[src/design/csft_pkg.sv]
// Shared types and character codes for the comment-stripping field tokenizer.
`default_nettype none

package csft_pkg;

    // Result kinds
    typedef enum logic [2:0] {
        KIND_BYTE   = 3'd0,
        KIND_FEND   = 3'd1,
        KIND_EQUALS = 3'd2,
        KIND_LINE   = 3'd3,
        KIND_EOI    = 3'd4,
        KIND_ERR    = 3'd5
    } t_kind;

    // Character codes
    localparam logic [7:0] CH_NUL    = 8'h00;
    localparam logic [7:0] CH_TAB    = 8'h09;
    localparam logic [7:0] CH_LF     = 8'h0A;
    localparam logic [7:0] CH_VT     = 8'h0B;
    localparam logic [7:0] CH_FF     = 8'h0C;
    localparam logic [7:0] CH_CR     = 8'h0D;
    localparam logic [7:0] CH_SPACE  = 8'h20;
    localparam logic [7:0] CH_HASH   = 8'h23;
    localparam logic [7:0] CH_STAR   = 8'h2A;
    localparam logic [7:0] CH_SLASH  = 8'h2F;
    localparam logic [7:0] CH_EQUALS = 8'h3D;

    localparam int MAX_RES  = 4;
    localparam int RES_AW   = $clog2(MAX_RES);
    localparam int RES_CW   = RES_AW + 1;

    // Result group queue depth (power of two)
    localparam int Q_DEPTH  = 2;
    localparam int Q_AW     = $clog2(Q_DEPTH);
    localparam int Q_CW     = Q_AW + 1;

    // One result; after marks a result emitted once the line counter advanced
    typedef struct packed {
        t_kind       kind;
        logic [7:0]  fbyte;
        logic [15:0] count;
        logic        after;
    } t_res;

    // All results caused by one request
    typedef struct packed {
        t_res [MAX_RES-1:0] res;
        logic [RES_CW-1:0]  n;
        logic [31:0]        old_line;
    } t_group;

endpackage

`default_nettype wire

[src/design/comment_strip_field_tokenizer_unit.sv]
// Top level of the comment-stripping field tokenizer.
`default_nettype none

// The first result of a request passes the input register and the result queue
// before it is presented. Throughput: one request per cycle while each yields
// at most one result and the receiver is ready; the output port drains one
// result per cycle while i_out_ready is high, so a request with several results
// holds the output until all are taken, buffered by a 2-group result queue.
// Reset: synchronous active-low i_rst_n clears lexer state, input valid and the queue.
module comment_strip_field_tokenizer_unit (
    input  wire logic        i_clk,
    input  wire logic        i_rst_n,
    input  wire logic        i_in_valid,
    output logic             o_in_ready,
    input  wire logic [7:0]  i_byte_value,
    input  wire logic        i_end_of_input,
    input  wire logic        i_read_error,
    output logic             o_out_valid,
    input  wire logic        i_out_ready,
    output logic [2:0]       o_kind,
    output logic [7:0]       o_field_byte,
    output logic [31:0]      o_line_number,
    output logic [15:0]      o_field_count,
    output logic             o_last
);
    import csft_pkg::*;

    // Input register: hold one request until the core can place its results
    logic       r_in_valid;
    logic [7:0] r_byte;
    logic       r_eof;
    logic       r_err;

    logic   room;
    logic   fire;
    t_group group;

    // Fire the core when a request waits and the result queue has a free slot
    assign fire       = r_in_valid && room;
    assign o_in_ready = !r_in_valid || fire;

    always_ff @(posedge i_clk) begin
        if (!i_rst_n) begin
            r_in_valid <= 1'b0;
        end else if (o_in_ready) begin
            r_in_valid <= i_in_valid;
        end
    end

    // Payload needs no reset; load on every accepted request
    always_ff @(posedge i_clk) begin
        if (i_in_valid && o_in_ready) begin
            r_byte <= i_byte_value;
            r_eof  <= i_end_of_input;
            r_err  <= i_read_error;
        end
    end

    csft_core u_core (
        .i_clk   (i_clk),
        .i_rst_n (i_rst_n),
        .i_fire  (fire),
        .i_byte  (r_byte),
        .i_eof   (r_eof),
        .i_err   (r_err),
        .o_group (group)
    );

    // Drop requests that produce nothing (whitespace, comment text)
    csft_queue u_queue (
        .i_clk         (i_clk),
        .i_rst_n       (i_rst_n),
        .i_push        (fire && (group.n != '0)),
        .i_group       (group),
        .o_room        (room),
        .o_out_valid   (o_out_valid),
        .i_out_ready   (i_out_ready),
        .o_kind        (o_kind),
        .o_field_byte  (o_field_byte),
        .o_line_number (o_line_number),
        .o_field_count (o_field_count),
        .o_last        (o_last)
    );

endmodule

`default_nettype wire

[src/design/csft_core.sv]
// Lexer state and single-pass decode of one request into a result group.
`default_nettype none

module csft_core (
    input  wire logic             i_clk,
    input  wire logic             i_rst_n,
    input  wire logic             i_fire,
    input  wire logic [7:0]       i_byte,
    input  wire logic             i_eof,
    input  wire logic             i_err,
    output csft_pkg::t_group      o_group
);
    import csft_pkg::*;

    typedef struct packed {
        logic        in_block;
        logic        in_line;
        logic        pslash;
        logic        pstar;
        logic        in_field;
        logic        line_started;
        logic [31:0] lines;
        logic [15:0] fields;
        logic        fail;
    } t_lex_state;

    typedef struct packed {
        t_lex_state st;
        t_group     grp;
        logic       incd;
    } t_work;

    t_lex_state r_st;
    t_lex_state n_st;
    t_work      w;

    function automatic t_work emit(t_work wi, t_kind k, logic [7:0] b, logic [15:0] c);
        t_work wo;
        wo = wi;
        wo.grp.res[wi.grp.n[RES_AW-1:0]] = '{kind: k, fbyte: b, count: c, after: wi.incd};
        wo.grp.n = wi.grp.n + RES_CW'(1);
        return wo;
    endfunction

    function automatic t_work bump(t_work wi);
        t_work wo;
        wo = wi;
        if (wi.st.fields != '1) begin
            wo.st.fields = wi.st.fields + 16'd1;
        end
        return wo;
    endfunction

    function automatic t_work put_byte(t_work wi, logic [7:0] c);
        t_work wo;
        wo = wi;
        if (!wo.st.in_field) begin
            wo.st.in_field = 1'b1;
            wo = bump(wo);
        end
        wo = emit(wo, KIND_BYTE, c, 16'd0);
        return wo;
    endfunction

    function automatic t_work end_field(t_work wi);
        t_work wo;
        wo = wi;
        if (wo.st.in_field) begin
            wo.st.in_field = 1'b0;
            wo = emit(wo, KIND_FEND, 8'd0, 16'd0);
        end
        return wo;
    endfunction

    function automatic t_work finish_line(t_work wi);
        t_work wo;
        wo = wi;
        if (wo.st.pslash) begin
            wo.st.pslash = 1'b0;
            wo = put_byte(wo, CH_SLASH);
        end
        wo = end_field(wo);
        wo.st.in_line = 1'b0;
        wo.st.pstar   = 1'b0;
        if (wo.st.lines != '1) begin
            wo.st.lines = wo.st.lines + 32'd1;
            wo.incd     = 1'b1;
        end
        if (wo.st.fields != 16'd0) begin
            wo = emit(wo, KIND_LINE, 8'd0, wo.st.fields);
        end
        wo.st.fields       = 16'd0;
        wo.st.line_started = 1'b0;
        return wo;
    endfunction

    function automatic t_work ordinary(t_work wi, logic [7:0] c);
        t_work wo;
        wo = wi;
        if (c == CH_SPACE || c == CH_TAB || c == CH_FF || c == CH_VT || c == CH_CR) begin
            wo = end_field(wo);
        end else if (c == CH_EQUALS) begin
            wo = end_field(wo);
            wo = bump(wo);
            wo = emit(wo, KIND_EQUALS, 8'd0, 16'd0);
        end else if (c == CH_HASH) begin
            wo = end_field(wo);
            wo.st.in_line = 1'b1;
        end else if (c == CH_SLASH) begin
            wo.st.pslash = 1'b1;
        end else begin
            wo = put_byte(wo, c);
        end
        return wo;
    endfunction

    always_comb begin
        w              = '0;
        w.st           = r_st;
        w.grp.old_line = r_st.lines;
        if (r_st.fail || i_err) begin
            w.st.fail = 1'b1;
            w = emit(w, KIND_ERR, 8'd0, 16'd0);
        end else if (i_eof) begin
            if (r_st.line_started) begin
                w = finish_line(w);
            end
            w = emit(w, KIND_EOI, 8'd0, 16'd0);
        end else if (i_byte == CH_NUL) begin
            w.st.fail = 1'b1;
            w = emit(w, KIND_ERR, 8'd0, 16'd0);
        end else begin
            w.st.line_started = 1'b1;
            if (i_byte == CH_LF) begin
                w = finish_line(w);
            end else if (r_st.in_line) begin
                // drop comment text
            end else if (r_st.in_block) begin
                if (r_st.pstar && i_byte == CH_SLASH) begin
                    w.st.in_block = 1'b0;
                    w.st.pstar    = 1'b0;
                end else begin
                    w.st.pstar = (i_byte == CH_STAR);
                end
            end else if (r_st.pslash) begin
                w.st.pslash = 1'b0;
                if (i_byte == CH_SLASH) begin
                    w = end_field(w);
                    w.st.in_line = 1'b1;
                end else if (i_byte == CH_STAR) begin
                    w = end_field(w);
                    w.st.in_block = 1'b1;
                    w.st.pstar    = 1'b0;
                end else begin
                    w = put_byte(w, CH_SLASH);
                    w = ordinary(w, i_byte);
                end
            end else begin
                w = ordinary(w, i_byte);
            end
        end
    end

    assign o_group = w.grp;
    assign n_st    = i_fire ? w.st : r_st;

    always_ff @(posedge i_clk) begin
        if (!i_rst_n) begin
            r_st <= '0;
        end else begin
            r_st <= n_st;
        end
    end

endmodule

`default_nettype wire

[src/design/csft_queue.sv]
// Result group queue that hands out one result per output request.
`default_nettype none

module csft_queue (
    input  wire logic             i_clk,
    input  wire logic             i_rst_n,
    input  wire logic             i_push,
    input  wire csft_pkg::t_group i_group,
    output logic                  o_room,
    output logic                  o_out_valid,
    input  wire logic             i_out_ready,
    output logic [2:0]            o_kind,
    output logic [7:0]            o_field_byte,
    output logic [31:0]           o_line_number,
    output logic [15:0]           o_field_count,
    output logic                  o_last
);
    import csft_pkg::*;

    t_group            r_mem [Q_DEPTH];
    logic [Q_AW-1:0]   r_head;
    logic [Q_AW-1:0]   r_tail;
    logic [Q_CW-1:0]   r_count;
    logic [RES_AW-1:0] r_pos;
    logic [Q_AW-1:0]   n_head;
    logic [Q_AW-1:0]   n_tail;
    logic [Q_CW-1:0]   n_count;
    logic [RES_AW-1:0] n_pos;

    t_group head;
    t_res   cur;
    logic   last;
    logic   take;
    logic   pop;

    assign head = r_mem[r_head];
    assign cur  = head.res[r_pos];
    assign last = ({1'b0, r_pos} + RES_CW'(1)) == head.n;

    assign o_out_valid   = (r_count != '0);
    assign o_room        = (r_count != Q_CW'(Q_DEPTH));
    assign take          = o_out_valid && i_out_ready;
    assign pop           = take && last;

    assign o_kind        = cur.kind;
    assign o_field_byte  = cur.fbyte;
    assign o_field_count = cur.count;
    assign o_line_number = head.old_line + {31'd0, cur.after};
    assign o_last        = last;

    always_comb begin
        n_head  = pop ? r_head + Q_AW'(1) : r_head;
        n_tail  = i_push ? r_tail + Q_AW'(1) : r_tail;
        n_count = r_count + Q_CW'(i_push) - Q_CW'(pop);
        if (pop) begin
            n_pos = '0;
        end else if (take) begin
            n_pos = r_pos + RES_AW'(1);
        end else begin
            n_pos = r_pos;
        end
    end

    always_ff @(posedge i_clk) begin
        if (!i_rst_n) begin
            r_head  <= '0;
            r_tail  <= '0;
            r_count <= '0;
            r_pos   <= '0;
        end else begin
            r_head  <= n_head;
            r_tail  <= n_tail;
            r_count <= n_count;
            r_pos   <= n_pos;
        end
    end

    always_ff @(posedge i_clk) begin
        if (i_push) begin
            r_mem[r_tail] <= i_group;
        end
    end

endmodule

`default_nettype wire

[config.mk]
export PLATFORM = sky130hd
export DESIGN_NAME = comment_strip_field_tokenizer_unit
export DESIGN_NICKNAME = d
export VERILOG_FILES = /design/src/design/csft_pkg.sv /design/src/design/comment_strip_field_tokenizer_unit.sv /design/src/design/csft_core.sv /design/src/design/csft_queue.sv
export SDC_FILE = /design/constraint.sdc
export NUM_CORES = 1
export LEC_CHECK = 0
export BUFFER_PORTS_ARGS = -buffer_cell sky130_fd_sc_hd__buf_2
export CAP_MARGIN = 10
export CORE_MARGIN = 3
export CORE_UTILIZATION = 44
export CTS_BUF_LIST = sky130_fd_sc_hd__clkbuf_8
export DETAILED_ROUTE_END_ITERATION = 8
export SLEW_MARGIN = 5
export SYNTH_ARGS = -nofsm -noshare
export SYNTH_HDL_FRONTEND = slang
export SYNTH_SLANG_ARGS = --single-unit
export TNS_END_PERCENT = 5
[constraint.sdc]
create_clock -name i_clk -period 11.45 [get_ports i_clk]
set_clock_uncertainty 0.15 [all_clocks]
set_input_delay 0.5725 -clock i_clk [delete_from_list [all_inputs] [get_ports i_clk]]
set_output_delay 0.5725 -clock i_clk [all_outputs]
set_load 0.05 [all_outputs]
# Yosys cells after proc, flatten, opt, wreduce, memory -nomap -nowiden
# Memories as Yosys holds them, arrays and structs flattened. A register that Yosys moved wholly into a read port is not among the register bits.
# Index checks and enable logic that the tools add are counted.
# W data, S select, Z words.
[classes]
n_mux = 171
bitwise_logic = 2
magnitude_cmp = 27
n_reduce_logical = 39
add_sub_neg = 26
n_eq_ne = 27
[ops]
columns = ["op", "count"]
rows = [
  ["$mux W203", 92],
  ["$bwmux W112", 13],
  ["$mux W148", 5],
  ["$demux W28 S2", 13],
  ["$mux W165", 3],
  ["$mux W28", 14],
  ["$mux W200", 1],
  ["$mux W199", 1],
  ["$mux W149", 1],
  ["$add A16 B1 Y16 const B", 4],
  ["$add A32 B1 Y32 const B", 2],
  ["$mux W16", 4],
  ["$mux W32", 2],
  ["$ne A16 B16 Y1 const B", 4],
  ["$ne A32 B32 Y1 const B", 2],
  ["$mux W62", 1],
  ["$bmux W28 S2", 1],
  ["$lt A2 B3 Y1 const B", 14],
  ["$eq A8 B4 Y1 const B", 5],
  ["$eq A8 B6 Y1 const B", 5],
  ["$add A3 B1 Y3 const B", 13],
  ["$add A32 B1 Y32", 1],
  ["$reduce_bool A16 Y1", 2],
  ["$ge A2 B1 Y1 const B", 13],
  ["28 further kinds", 76],
]
[word_totals]
mem_count = 1
mem_bits_rw = 294
ff_bits = 72
out_inout_bits = 62
[memory_table]
columns = ["name", "words", "width", "rd", "rd_ports_with_merged_regs", "wr", "line_no", "text"]
rows = [
  ["u_queue.r_mem", 2, 147, 1, 1, 1, "csft_queue.sv:20", "t_group r_mem [Q_DEPTH];"],
]

# Logic depth before layout (Yosys ltp)
# Gate-level depths: netlist of the first run.
[depth]
word_depth = 51
depth_mapped = 25
mapped_depth_nobuf = 21

# Modules after synthesis
# From an unflattened synthesis of the first run, not the netlist that was laid out.
[unflattened]
cells_unflattened = 1650
hier_area_um2 = 19585.0
[by_module_without_submodules]
columns = ["mod", "cells_each", "seq_area_each_um2", "n_inst", "area_each_um2"]
rows = [
  ["csft_queue", 620, 8968.6, 1, 12194.2],
  ["csft_core", 1013, 1101.1, 1, 7020.5],
  ["comment_strip_field_tokenizer_unit", 17, 320.3, 1, 370.4],
]

# Least setup slack after synthesis of the first run
# Ideal clock, no wire load.
[synth_timing]
kind = "flip-flop to flip-flop"
from = "register u_core.r_st[1] (netlist bit)"
to = "memory u_queue.r_mem[0][0] (netlist bit), enable pin"
t_arrival_ns = 9.392
stages_incl_launch_ff = 17
setup_ns = 0.622
required_ns = 10.678
synth_period_minus_slack_ns = 10.164
path_buffers = 3
setup_slack_ns = 1.286
cell_sequence = "dfxtp_1 > ha_1 > buf_2 > nand4_4 > nor4_1 > mux2i_1 > o211a_1 > nand4b_1 > or3_1 > buf_2 > clkbuf_1 > ha_1 > and3_1 > or3_1 > o311a_1 > a31o_2 > nor2_1"
[synth_via]
elab_chain_cells = 27
word_cells_on_any_way = 44
cone_classes = "2 x add/sub; 1 x eq/ne; 37 x mux; 4 x reduce/logical"
[synth_rtl]
columns = ["item", "line_no", "text"]
rows = [
  ["start: declaration", "csft_core.sv:33", "t_lex_state r_st;"],
  ["start signal: assignment", "csft_core.sv:171", "r_st <= n_st;"],
  ["branches (longest 21 deep; another with $add A16 B1 Y16)", "n/a", ""],
  ["$mux W203 *", "csft_core.sv:124", "end else if (i_eof) begin"],
  ["$mux W149 *", "csft_core.sv:121", "if (r_st.fail || i_err) begin"],
  ["$reduce_bool A3 Y1 *", "comment_strip_field_tokenizer_unit.sv:73", ".i_push (fire && (group.n != '0)),"],
  ["$logic_and A1 B1 Y1 *", "comment_strip_field_tokenizer_unit.sv:73", ""],
  ["$mux W1 *", "csft_queue.sv:79", "if (i_push) begin"],
  ["$mux W1 (not written as such) *", "csft_queue.sv:80", "r_mem[r_tail] <= i_group;"],
  ["end: declaration", "csft_queue.sv:20", ""],
]
# Mark *: on every way between the ends. The select of a mux whose other input is x is not followed.

# Worst setup path after layout of the first run
[layout_timing]
from = "register u_core.r_st[1] (netlist bit)"
to = "memory u_queue.r_mem[0][103] (netlist bit), enable pin"
# Same word-level chain as after synthesis.

==> results by stage, run 1 <==
Cells and area:
- The layout has 3,471 filler cells.
- The number of nets in the layout is 1,600.
- The share of cells above drive strength 1 is 0.1712.
- The most common cell after layout, fill and taps aside is sky130_fd_sc_hd__edfxtp_1.
- The sequential cell area is 9374 µm².
- The number of antenna cells inserted is 0.
- In the layout the commonest cells are 270 x sky130_fd_sc_hd__edfxtp_1, 136 x sky130_fd_sc_hd__nor2_1, 103 x sky130_fd_sc_hd__nand2_1.
- Once layout is done, the placed cells without fillers occupy 19,280 µm².
- The area used by multi-input combinational logic is 7448 µm².
- Once layout is complete, the cells apart from fillers number 2,129.
- The area overhead of the layout relative to synthesis is 12.39%.

Setup path:
- The startpoint kind of the worst setup timing path is a flop.
- The slowest stage of the critical path is the sky130_fd_sc_hd__buf_4 cell.
- The critical path in this run is classified as flop to flop.
- The setup check on the worst reg-to-reg path leaves a slack of 3.83 ns.
- The worst setup path is captured at a flop.
- The required arrival time at the worst endpoint is 11.53 ns.
- Of all nets on the critical path, the largest fanout is 66.
- On the worst path, the slowest cell contributes a delay of 0.80 ns.
- STA puts the critical path data arrival time at 7.71 ns.
- The critical path goes through ha_1 -> nand4_4 -> nor4_1 -> mux2i_1 -> o211a_1 -> nand4b_1 -> or3_1 -> ha_1 -> and3_1 -> or3_1 -> o311a_1 -> a31o_2 -> nor2_4 -> buf_4 -> buf_4.

Logic synthesis:
- In this run the mean area of a mapped cell was 11.75 µm².
- The flip-flop and latch count after synthesis is 333.
- The number of distinct library cells after synthesis is 86.
- The synthesized design contains 270 enable-type register cells.
- For this run, the leading register cell type out of synthesis is sky130_fd_sc_hd__edfxtp_1.
- The post-synthesis sequential area ratio is 0.5462.
- The number of warnings reported in the yosys synthesis log is 0.
- In the synthesized netlist the async set-or-reset flop fraction comes to 0.
- The cell area after synthesis is 17,150 µm².
- In the synthesized netlist, the number of instances is 1,460.

Route:
- The detailed router placed 12,090 vias in this run.
- The DRC violations left is 0.
- The wire length after detailed routing is 42,770 µm.
- The number of search-and-repair iterations in the first detailed-routing pass is 5.
- In the routed layout, each cell is associated on average with a via count of 5.679.
- Once detail routing completed, the nets flagged for antenna violations numbered 0.
- The starting DRC count in detailed routing is 984.
- The average detailed-routed wire length per instance is 20.09 µm.

STA:
- At the pin with the least slew margin, the transition time is 0.9699 ns.
- Setup repair after global routing left no endpoint under its margin.
- The final-report max-slew violation count came to 0.
- The number of hold violations in the final report came to 0.
- The highest achievable clock rate is 131.2 MHz.
- Of the available clock period, the critical path in the final layout requires 0.6659.
- Headroom to the max-slew limit came out at 0.3443.
- The setup total negative slack is 0 ns.
- Setup violations remaining at the end of the flow were counted as 0.
- The shortest period the worst path allows is 7.624 ns.

Die:
- The die height is 203.5 µm.
- After floorplanning, the core was divided into 71 placement rows.
- 76 I/O pins were placed.
- The initial standard-cell utilization of the core is 0.4512.
- The core region is 38,020 µm².
- The die is 203.5 µm wide.
- The overall die area is 41,390 µm².

Min path:
- The path type of the worst min-delay path is input pin to flop.

Placement:
- The congestion estimate from routability-driven global placement came to 0.9230.
- The number of buffer cells added on primary ports is 75.
- The total half-perimeter wirelength after legalization and detailed placement is 29,470 µm.
- The cell area after placement is 18,120 µm².
- The placed cell count is 2,017.

Clocking:
- TritonCTS built the clock tree.
- In this run the clock root is driven by a sky130_fd_sc_hd__clkbuf_8.
- Clock-pin slew was measured on the worst setup and hold paths at 0.06 ns.
- The number of CTS-inserted buffers is 54.
- Once the clock tree was built, the setup fixing pass inserted 0 buffers.
- The count of clock tree sinks is 333.
- The number of buffers on the longest clock path is 3.
- Clock latency on the worst-skew pair, taken at its later pin, is 0.62 ns.
- The post-cts sizing count is 0.
- The number of H-tree branching levels is 2.
- Hold repair after CTS inserted 10 buffers.

GRT:
- The wire length of the first global-routing pass is 67,790 µm.
- After global routing the overflow that remains totals 0.
- The initial antenna violation count is 0.
- Entering global routing, the biggest net connects 107 pins.
- The via count of the first global-routing pass is 11,875.
- For this run, the total global-route usage over all layers was measured as 0.2073.

Power and ir drop:
- VDD sags by at most 75.44 µV.
- In this run the power density over the cells is 140.2 nW/µm².
- For this design the static power due to leakage is 6.574 nW.

Job:
- The reported max-cap violation count is 0.

Status:
- The flow ran to the end, and the final reports show no timing, DRC or antenna violations.
cell type report:
type | instances | share of cell area
well taps | 511 | 0.03316
flip-flops and latches | 333 | 0.4862
clock buffers | 59 | 0.04212
clock inverters | 43 | 0.01259
repair buffers | 106 | 0.03349
inverters | 31 | 0.006036
multi-input cells | 1046 | 0.3864
kinds of logic (layout without fill, tap and decap cells):
logic type                 after synthesis  in the layout  share of synthesized area
AOI/OAI and AO/OA                      229            229                    0.08950
xor gates and xnor gates               107            107                    0.05463
adders and majority gates               14             14                    0.01021
buffers and inverters                  113            239                    0.02750
DFF                                    333            333                     0.5462
muxes                                  110            110                    0.09985
other                                    1             33                  0.0002186
and+or+nand+nor                        553            553                     0.1719
synthesized netlist by cell type (5+ instances only):
cell,n,area (µm²)
sky130_fd_sc_hd__a211oi_1,11,82.58
sky130_fd_sc_hd__a21oi_1,54,270.3
sky130_fd_sc_hd__a22oi_1,10,75.07
sky130_fd_sc_hd__a31oi_1,13,81.33
sky130_fd_sc_hd__a32o_1,6,60.06
sky130_fd_sc_hd__a41oi_1,5,43.79
sky130_fd_sc_hd__and2_1,45,281.5
sky130_fd_sc_hd__and3_1,29,181.4
sky130_fd_sc_hd__and4_1,13,113.9
sky130_fd_sc_hd__buf_1,8,30.03
sky130_fd_sc_hd__buf_2,23,115.1
sky130_fd_sc_hd__buf_4,5,37.54
sky130_fd_sc_hd__clkbuf_1,46,172.7
sky130_fd_sc_hd__dfxtp_1,63,1261
sky130_fd_sc_hd__edfxtp_1,270,8108
sky130_fd_sc_hd__ha_1,14,175.2
sky130_fd_sc_hd__inv_1,30,112.6
sky130_fd_sc_hd__mux2_2,29,326.6
sky130_fd_sc_hd__mux2i_1,35,350.3
sky130_fd_sc_hd__mux4_2,46,1036
sky130_fd_sc_hd__nand2_1,103,386.6
sky130_fd_sc_hd__nand2b_1,7,43.79
sky130_fd_sc_hd__nand3_1,61,305.3
sky130_fd_sc_hd__nand3b_1,8,60.06
sky130_fd_sc_hd__nand4_1,29,181.4
sky130_fd_sc_hd__nor2_1,138,518.0
sky130_fd_sc_hd__nor2b_1,31,193.9
sky130_fd_sc_hd__nor3_1,33,165.2
sky130_fd_sc_hd__nor4_1,11,68.82
sky130_fd_sc_hd__o211ai_1,7,52.55
sky130_fd_sc_hd__o21ai_0,52,260.3
sky130_fd_sc_hd__o21ai_1,5,25.02
sky130_fd_sc_hd__o22ai_1,6,37.54
sky130_fd_sc_hd__or3_1,6,37.54
sky130_fd_sc_hd__xnor2_1,74,648.1
sky130_fd_sc_hd__xor2_1,33,289.0
flip-flops by register name, indices dropped and copies added (netlist names), named ones only:
register and count:
u_queue.r_mem 260, u_core.r_st 55, r_byte 8, u_queue.r_count 2, u_queue.r_pos 2, r_eof 1
r_err 1, r_in_valid 1, u_queue.r_head 1, u_queue.r_tail 1
worst max-delay path: cells and delay by family (launching register included):
family | cells | cell delay, ns
AO/OA/AOI/OAI | 3 | 0.87
adder cells (fa/ha/maj) | 2 | 1.18
multiplexers | 1 | 0.42
flip-flops | 1 | 0.77
buffers and inverters | 2 | 1.51
AND/OR/NAND/NOR | 7 | 2.21
routing by layer:
metal / GRT usage / up-vias / wire, µm
li1: - / 5723 / -
met1: 0.2975 / 5895 / 19770
met2: 0.3238 / 394 / 19420
met3: 0.03783 / 78 / 2589
met4: 0.06318 / 0 / 988
met5: 0 / - / 0
stage by stage:
stage          utilization  setup WS [ns]  hold WS (ns)  power (mW)
2_1_floorplan            -          1.286        0.3054       1.665
3_3_place_gp        0.4767          4.040        0.3214       1.738
3_5_place_dp        0.4767          3.911        0.3306       1.742
4_1_cts             0.5070          3.854      0.009757       2.738
5_1_grt             0.5070          3.282       0.02799       2.819
6_report            0.5070          3.826       0.05825       2.702
power breakdown:
group | switching (mW) | internal (mW)
clock network | 0.465 | 0.521
registers | 0.0184 | 1.35
logic | 0.240 | 0.108
worst paths after layout:
kind	from	endpoint	cells after the start
worst min-delay path	i_in_valid	r_in_valid	3
worst min register to register	u_core.r_st[0]	u_core.r_st[0]	1
worst max-delay path	u_core.r_st[1]	u_queue.r_mem[0][103]	15
worst max register to register	u_core.r_st[1]	u_queue.r_mem[0][103]	15
No activity file was read; power rests on OpenSTA's default activity.
==> run 2: changes to the inputs <==
--- a/config.mk
+++ b/config.mk
@@ -5,6 +5,7 @@
 export SDC_FILE = /design/constraint.sdc
 export NUM_CORES = 1
 export LEC_CHECK = 0
+export ABC_AREA = 1
 export BUFFER_PORTS_ARGS = -buffer_cell sky130_fd_sc_hd__buf_2
 export CAP_MARGIN = 10
 export CORE_MARGIN = 3
==> constraint.sdc (replaced) <==
create_clock -name i_clk -period 6.59 [get_ports i_clk]
set_clock_uncertainty 0.15 [all_clocks]
set_input_delay 0.3295 -clock i_clk [delete_from_list [all_inputs] [get_ports i_clk]]
set_output_delay 0.3295 -clock i_clk [all_outputs]
set_load 0.05 [all_outputs]
==> results by stage, run 2 <==
Status:
- The flow ran to the end, and the final reports show no timing, DRC or antenna violations.

Die:
- The floorplan has 71 rows.
- The core area is 37,840 µm².
- In this run the count of I/O pins placed on the die edge is 76.
- The initial utilization of the core area, before any placement, comes to 0.4489.
- The die height is 202.5 µm.
- Measured along the x axis, the die boundary spans 202.5 µm.
- The die covers 41,000 µm².

Logic synthesis:
- By area the synthesized netlist is led by sky130_fd_sc_hd__edfxtp_1 48%, sky130_fd_sc_hd__nor2_1 7.8%, sky130_fd_sc_hd__dfxtp_1 7.4%, sky130_fd_sc_hd__nand2_1 6.5%, sky130_fd_sc_hd__o21ai_0 4.6%.
- The number of warnings reported in the yosys synthesis log is 0.
- After synthesis, the share of flip-flops with an asynchronous set or reset is 0.
- The cell area after synthesis is 16,990 µm².
- The post-synthesis simple-gate area fraction is 0.2322.
- The number of distinct library cells after synthesis is 52.
- Of the total synthesized cell area, the portion taken by full adders, half adders and majority gates is 0.01031.
- The largest total area in the synthesized netlist belongs to sky130_fd_sc_hd__edfxtp_1.
- Of the post-synthesis cell area, the dominant cell type holds 0.4773.
- The flip-flop and latch count after synthesis is 333.
- For this run, the register share of the synthesized area comes to 0.5516.
- The post-synthesis compound-gate area fraction was 0.1067.
- The most frequent cell after synthesis is sky130_fd_sc_hd__nor2_1.
- The main combinational cell family by area after synthesis is simple AND/OR/NAND/NOR gates.
- The count of flip-flops with a built-in enable after synthesis is 270.
- In the synthesized netlist the dominant register cell turns out to be sky130_fd_sc_hd__edfxtp_1.
- The cell count after synthesis came out at 1,911.
- Of the total synthesized cell area, the portion taken by XOR and XNOR cells is 0.02527.
- In this run the mean area of a mapped cell was 8.889 µm².
- After synthesis, the most frequently instantiated cells are 351 x sky130_fd_sc_hd__nor2_1, 295 x sky130_fd_sc_hd__nand2_1, 270 x sky130_fd_sc_hd__edfxtp_1.
- The multiplexer area fraction after synthesis is 0.01414.

Setup path:
- The critical path in this run is classified as flop to output pin.
- The worst setup path is captured at an output pin.
- The required arrival time at the worst endpoint is 6.11 ns.
- The maximum cell stage delay along the critical path is 0.54 ns.
- At the worst endpoint, the arrival time is 4.72 ns.
- On the critical path, the stage with the largest delay is an instance of sky130_fd_sc_hd__inv_2.
- The startpoint kind of the worst setup timing path is a flop.
- Walking the worst path, the cells encountered are inv_2 -> o21ai_0 -> o22ai_1 -> nor2_1 -> a31oi_1 -> ha_1 -> ha_1 -> nand2_1 -> nor2_1 -> nand2_1 -> nor3_2 -> nand3_1 -> nor4_4 -> nand2_1 -> nor2_1 -> xnor2_1 -> buf_2.
- Along the worst path, the maximum fanout reaches 46.

Cells and area:
- The share of cells above drive strength 1 is 0.1138.
- In the layout the commonest cells are 350 x sky130_fd_sc_hd__nor2_1, 295 x sky130_fd_sc_hd__nand2_1, 270 x sky130_fd_sc_hd__edfxtp_1.
- The flip-flop count of the largest register, all copies and words added is 260.
- The most common cell after layout, fill and taps aside is sky130_fd_sc_hd__nor2_1.
- The finished layout holds 2,584 standard cells, fillers aside.
- The largest registers in the layout are u_queue.r_mem: 260 flops, u_core.r_st: 55 flops, r_byte: 8 flops.
- The register bank with the most flops is u_queue.r_mem.
- The repair_antennas step left the layout with diodes totalling 0.
- The area overhead of the layout relative to synthesis is 12.77%.
- At the end of the flow, the number of nets in the layout was 2,056.
- The number of inserted filler cells in the final layout is 3,601.

Route:
- Once detail routing completed, the nets flagged for antenna violations numbered 0.
- The first routing iteration left 978 violations.
- For this block, wires on met1 add up to 21,390 µm.
- The wire length after detailed routing is 46,450 µm.
- The routed design uses 21,750 µm of met2 wire.
- Using the TritonRoute via totals, the vias-per-cell ratio works out to 5.309.
- Across all layers, the routed design uses 13,718 vias.
- The routed design uses 2319 µm of met3 wire.
- The highest metal layer with signal wires is met4.
- Before antenna repair, the detailed router went through 6 iterations.
- After detailed routing, the number of remaining DRC violations is 0.
- The average detailed-routed wire length per instance is 17.98 µm.

STA:
- For the pin with the worst max-slew slack, the measured transition is 1.187 ns.
- The final-report max-slew violation count is 0.
- Timing would allow up to 192.2 MHz.
- Of the available clock period, the critical path in the final layout requires 0.7894.
- The shortest period the worst path allows is 5.202 ns.
- Setup violations remaining at the end of the flow were counted as 0.
- Setup repair after global routing left no endpoint under its margin.
- Setup total negative slack on the finished layout was measured at 0 ns.
- In this run the tightest slew margin relative to its limit is 0.2057.
- The number of hold violations in the final report is 0.
- Across all hold checks on the routed design, the worst slack comes to 0.05017 ns.

GRT:
- The overall overflow remaining after global route is 0.
- The pin count of the biggest net entering global routing is 87.
- The global-route usage over all layers is 0.2255.
- The via count of the first global-routing pass is 13,237.
- The first global-routing pass estimated 73,860 µm of wire.
- The initial antenna violation count is 2.

Job:
- Max-cap violations in this run came to 0.

Power and ir drop:
- Power spread over the standard cell area amounts to 255.1 nW/µm².
- After layout, the design draws a total of 4.887 mW.
- Of the total power, the clock network draws 0.355.
- The switching share of total power is 0.2946.
- The sequential share of power is 0.488.
- IR analysis of the VDD net gives a maximum drop of 126.1 µV.
- Summed over all cells, the static leakage comes to 7.244 nW.
- The internal power of the cells is 3.447 mW.
- The switching component of the power is 1.440 mW.
- Of the total power, combinational logic draws 0.157.

Clocking:
- The post-CTS clock slew at the launch and capture registers of the worst setup and hold paths is 0.07 ns.
- In this run, CTS created clock tree buffers numbering 56.
- Clock latency on the worst-skew pair, taken at its later pin, is 0.63 ns.
- The cell chosen for the clock root is sky130_fd_sc_hd__clkbuf_8.
- TritonCTS built the clock tree.
- The count of clock tree sinks is 333.
- The number of buffers on the longest clock path is 3.
- In this run the number of H-tree levels came out at 2.

Min path:
- The path type of the worst min-delay path is input pin to flop.

Placement:
- The total half-perimeter wirelength after legalization and detailed placement is 31,330 µm.
- The last weighted congestion value of the routability-driven placer is 0.9337.
- The placed cell count is 2,469.
- Port buffering added 75 buffers.
run 2: cell types whose count changed after synthesis, moves of 46 or more:
cell,before,now
sky130_fd_sc_hd__nor2_1,138,351
sky130_fd_sc_hd__mux4_2,46,0
sky130_fd_sc_hd__inv_1,30,162
sky130_fd_sc_hd__xnor2_1,74,19
sky130_fd_sc_hd__nand2_1,103,295
sky130_fd_sc_hd__o21ai_0,52,157
run 2: path summary, 6_finish.rpt:
path	from	endpoint	slack (ns)	depth (start not counted)
max reg2reg	u_core.r_st[1]	u_queue.r_mem[0][125]	1.69	24
min reg2reg	u_queue.r_head	flop	0.32	2
min	i_rst_n	u_core.r_st[40]	0.05	3
max	flop	o_line_number[30]	1.39	17
run 2: power groups by stage:
stage               combinational (mW)  clock (mW)  sequential [mW]
floorplan                        0.561           0             2.42
global placement                 0.762           0             2.42
detailed placement               0.766           0             2.43
CTS                              0.774        1.79             2.38
global route                     0.834        1.89             2.39
finish                           0.768        1.74             2.38
run 2: cells by family (layout without fill, tap and decap cells):
family / count (synthesis) / in the layout
and+or+nand+nor: 899 / 899
buffers and inverters: 256 / 386
xor gates and xnor gates: 49 / 49
adders and majority gates: 14 / 14
DFF: 333 / 333
AOI/OAI and AO/OA: 335 / 335
other: 1 / 33
muxes: 24 / 24
run 2: per-layer routing:
metal | vias to the layer above | global-route usage
met3 | 69 | 0.03303
li1 | 6748 | -
met5 | - | 0
met1 | 6509 | 0.3151
met2 | 392 | 0.3661
met4 | 0 | 0.07053
run 2: cell type report:
type	instances	area, µm²	share of cell area
Sequential cell	333	9374	0.4894
Clock buffer	60	825.8	0.04311
Multi-Input combinational cell	1354	6734	0.3515
Clock inverter	43	227.7	0.01189
Inverter	177	666.9	0.03481
Timing Repair Buffer	106	688.2	0.03592
Tap cell	511	639.4	0.03338
run 2: through the flow:
step	util	setup slack (ns)	instance area (µm²)
4_1_cts	0.5062	1.245	19160
5_1_grt	0.5062	0.9454	19160
3_3_place_gp	0.4752	1.798	17980
6_report	0.5062	1.388	19160
3_5_place_dp	0.4752	1.725	17980
2_1_floorplan	-	0.3446	17110
run 2: critical path, delay by kind of cell, from the launching register on:
kind | cells | cell delay, ns
compound gates | 3 | 0.49
fa+ha+maj | 2 | 0.51
buf+inv | 2 | 0.82
simple gates | 9 | 1.63
xor+xnor | 1 | 0.12
flops | 1 | 0.53
run 2: repair_timing:
item                      in CTS  in global routing
hold endpoints to repair      13                  0
gates resized for setup        0                  0
hold buffers                  12                  0
setup buffers                  0                  0
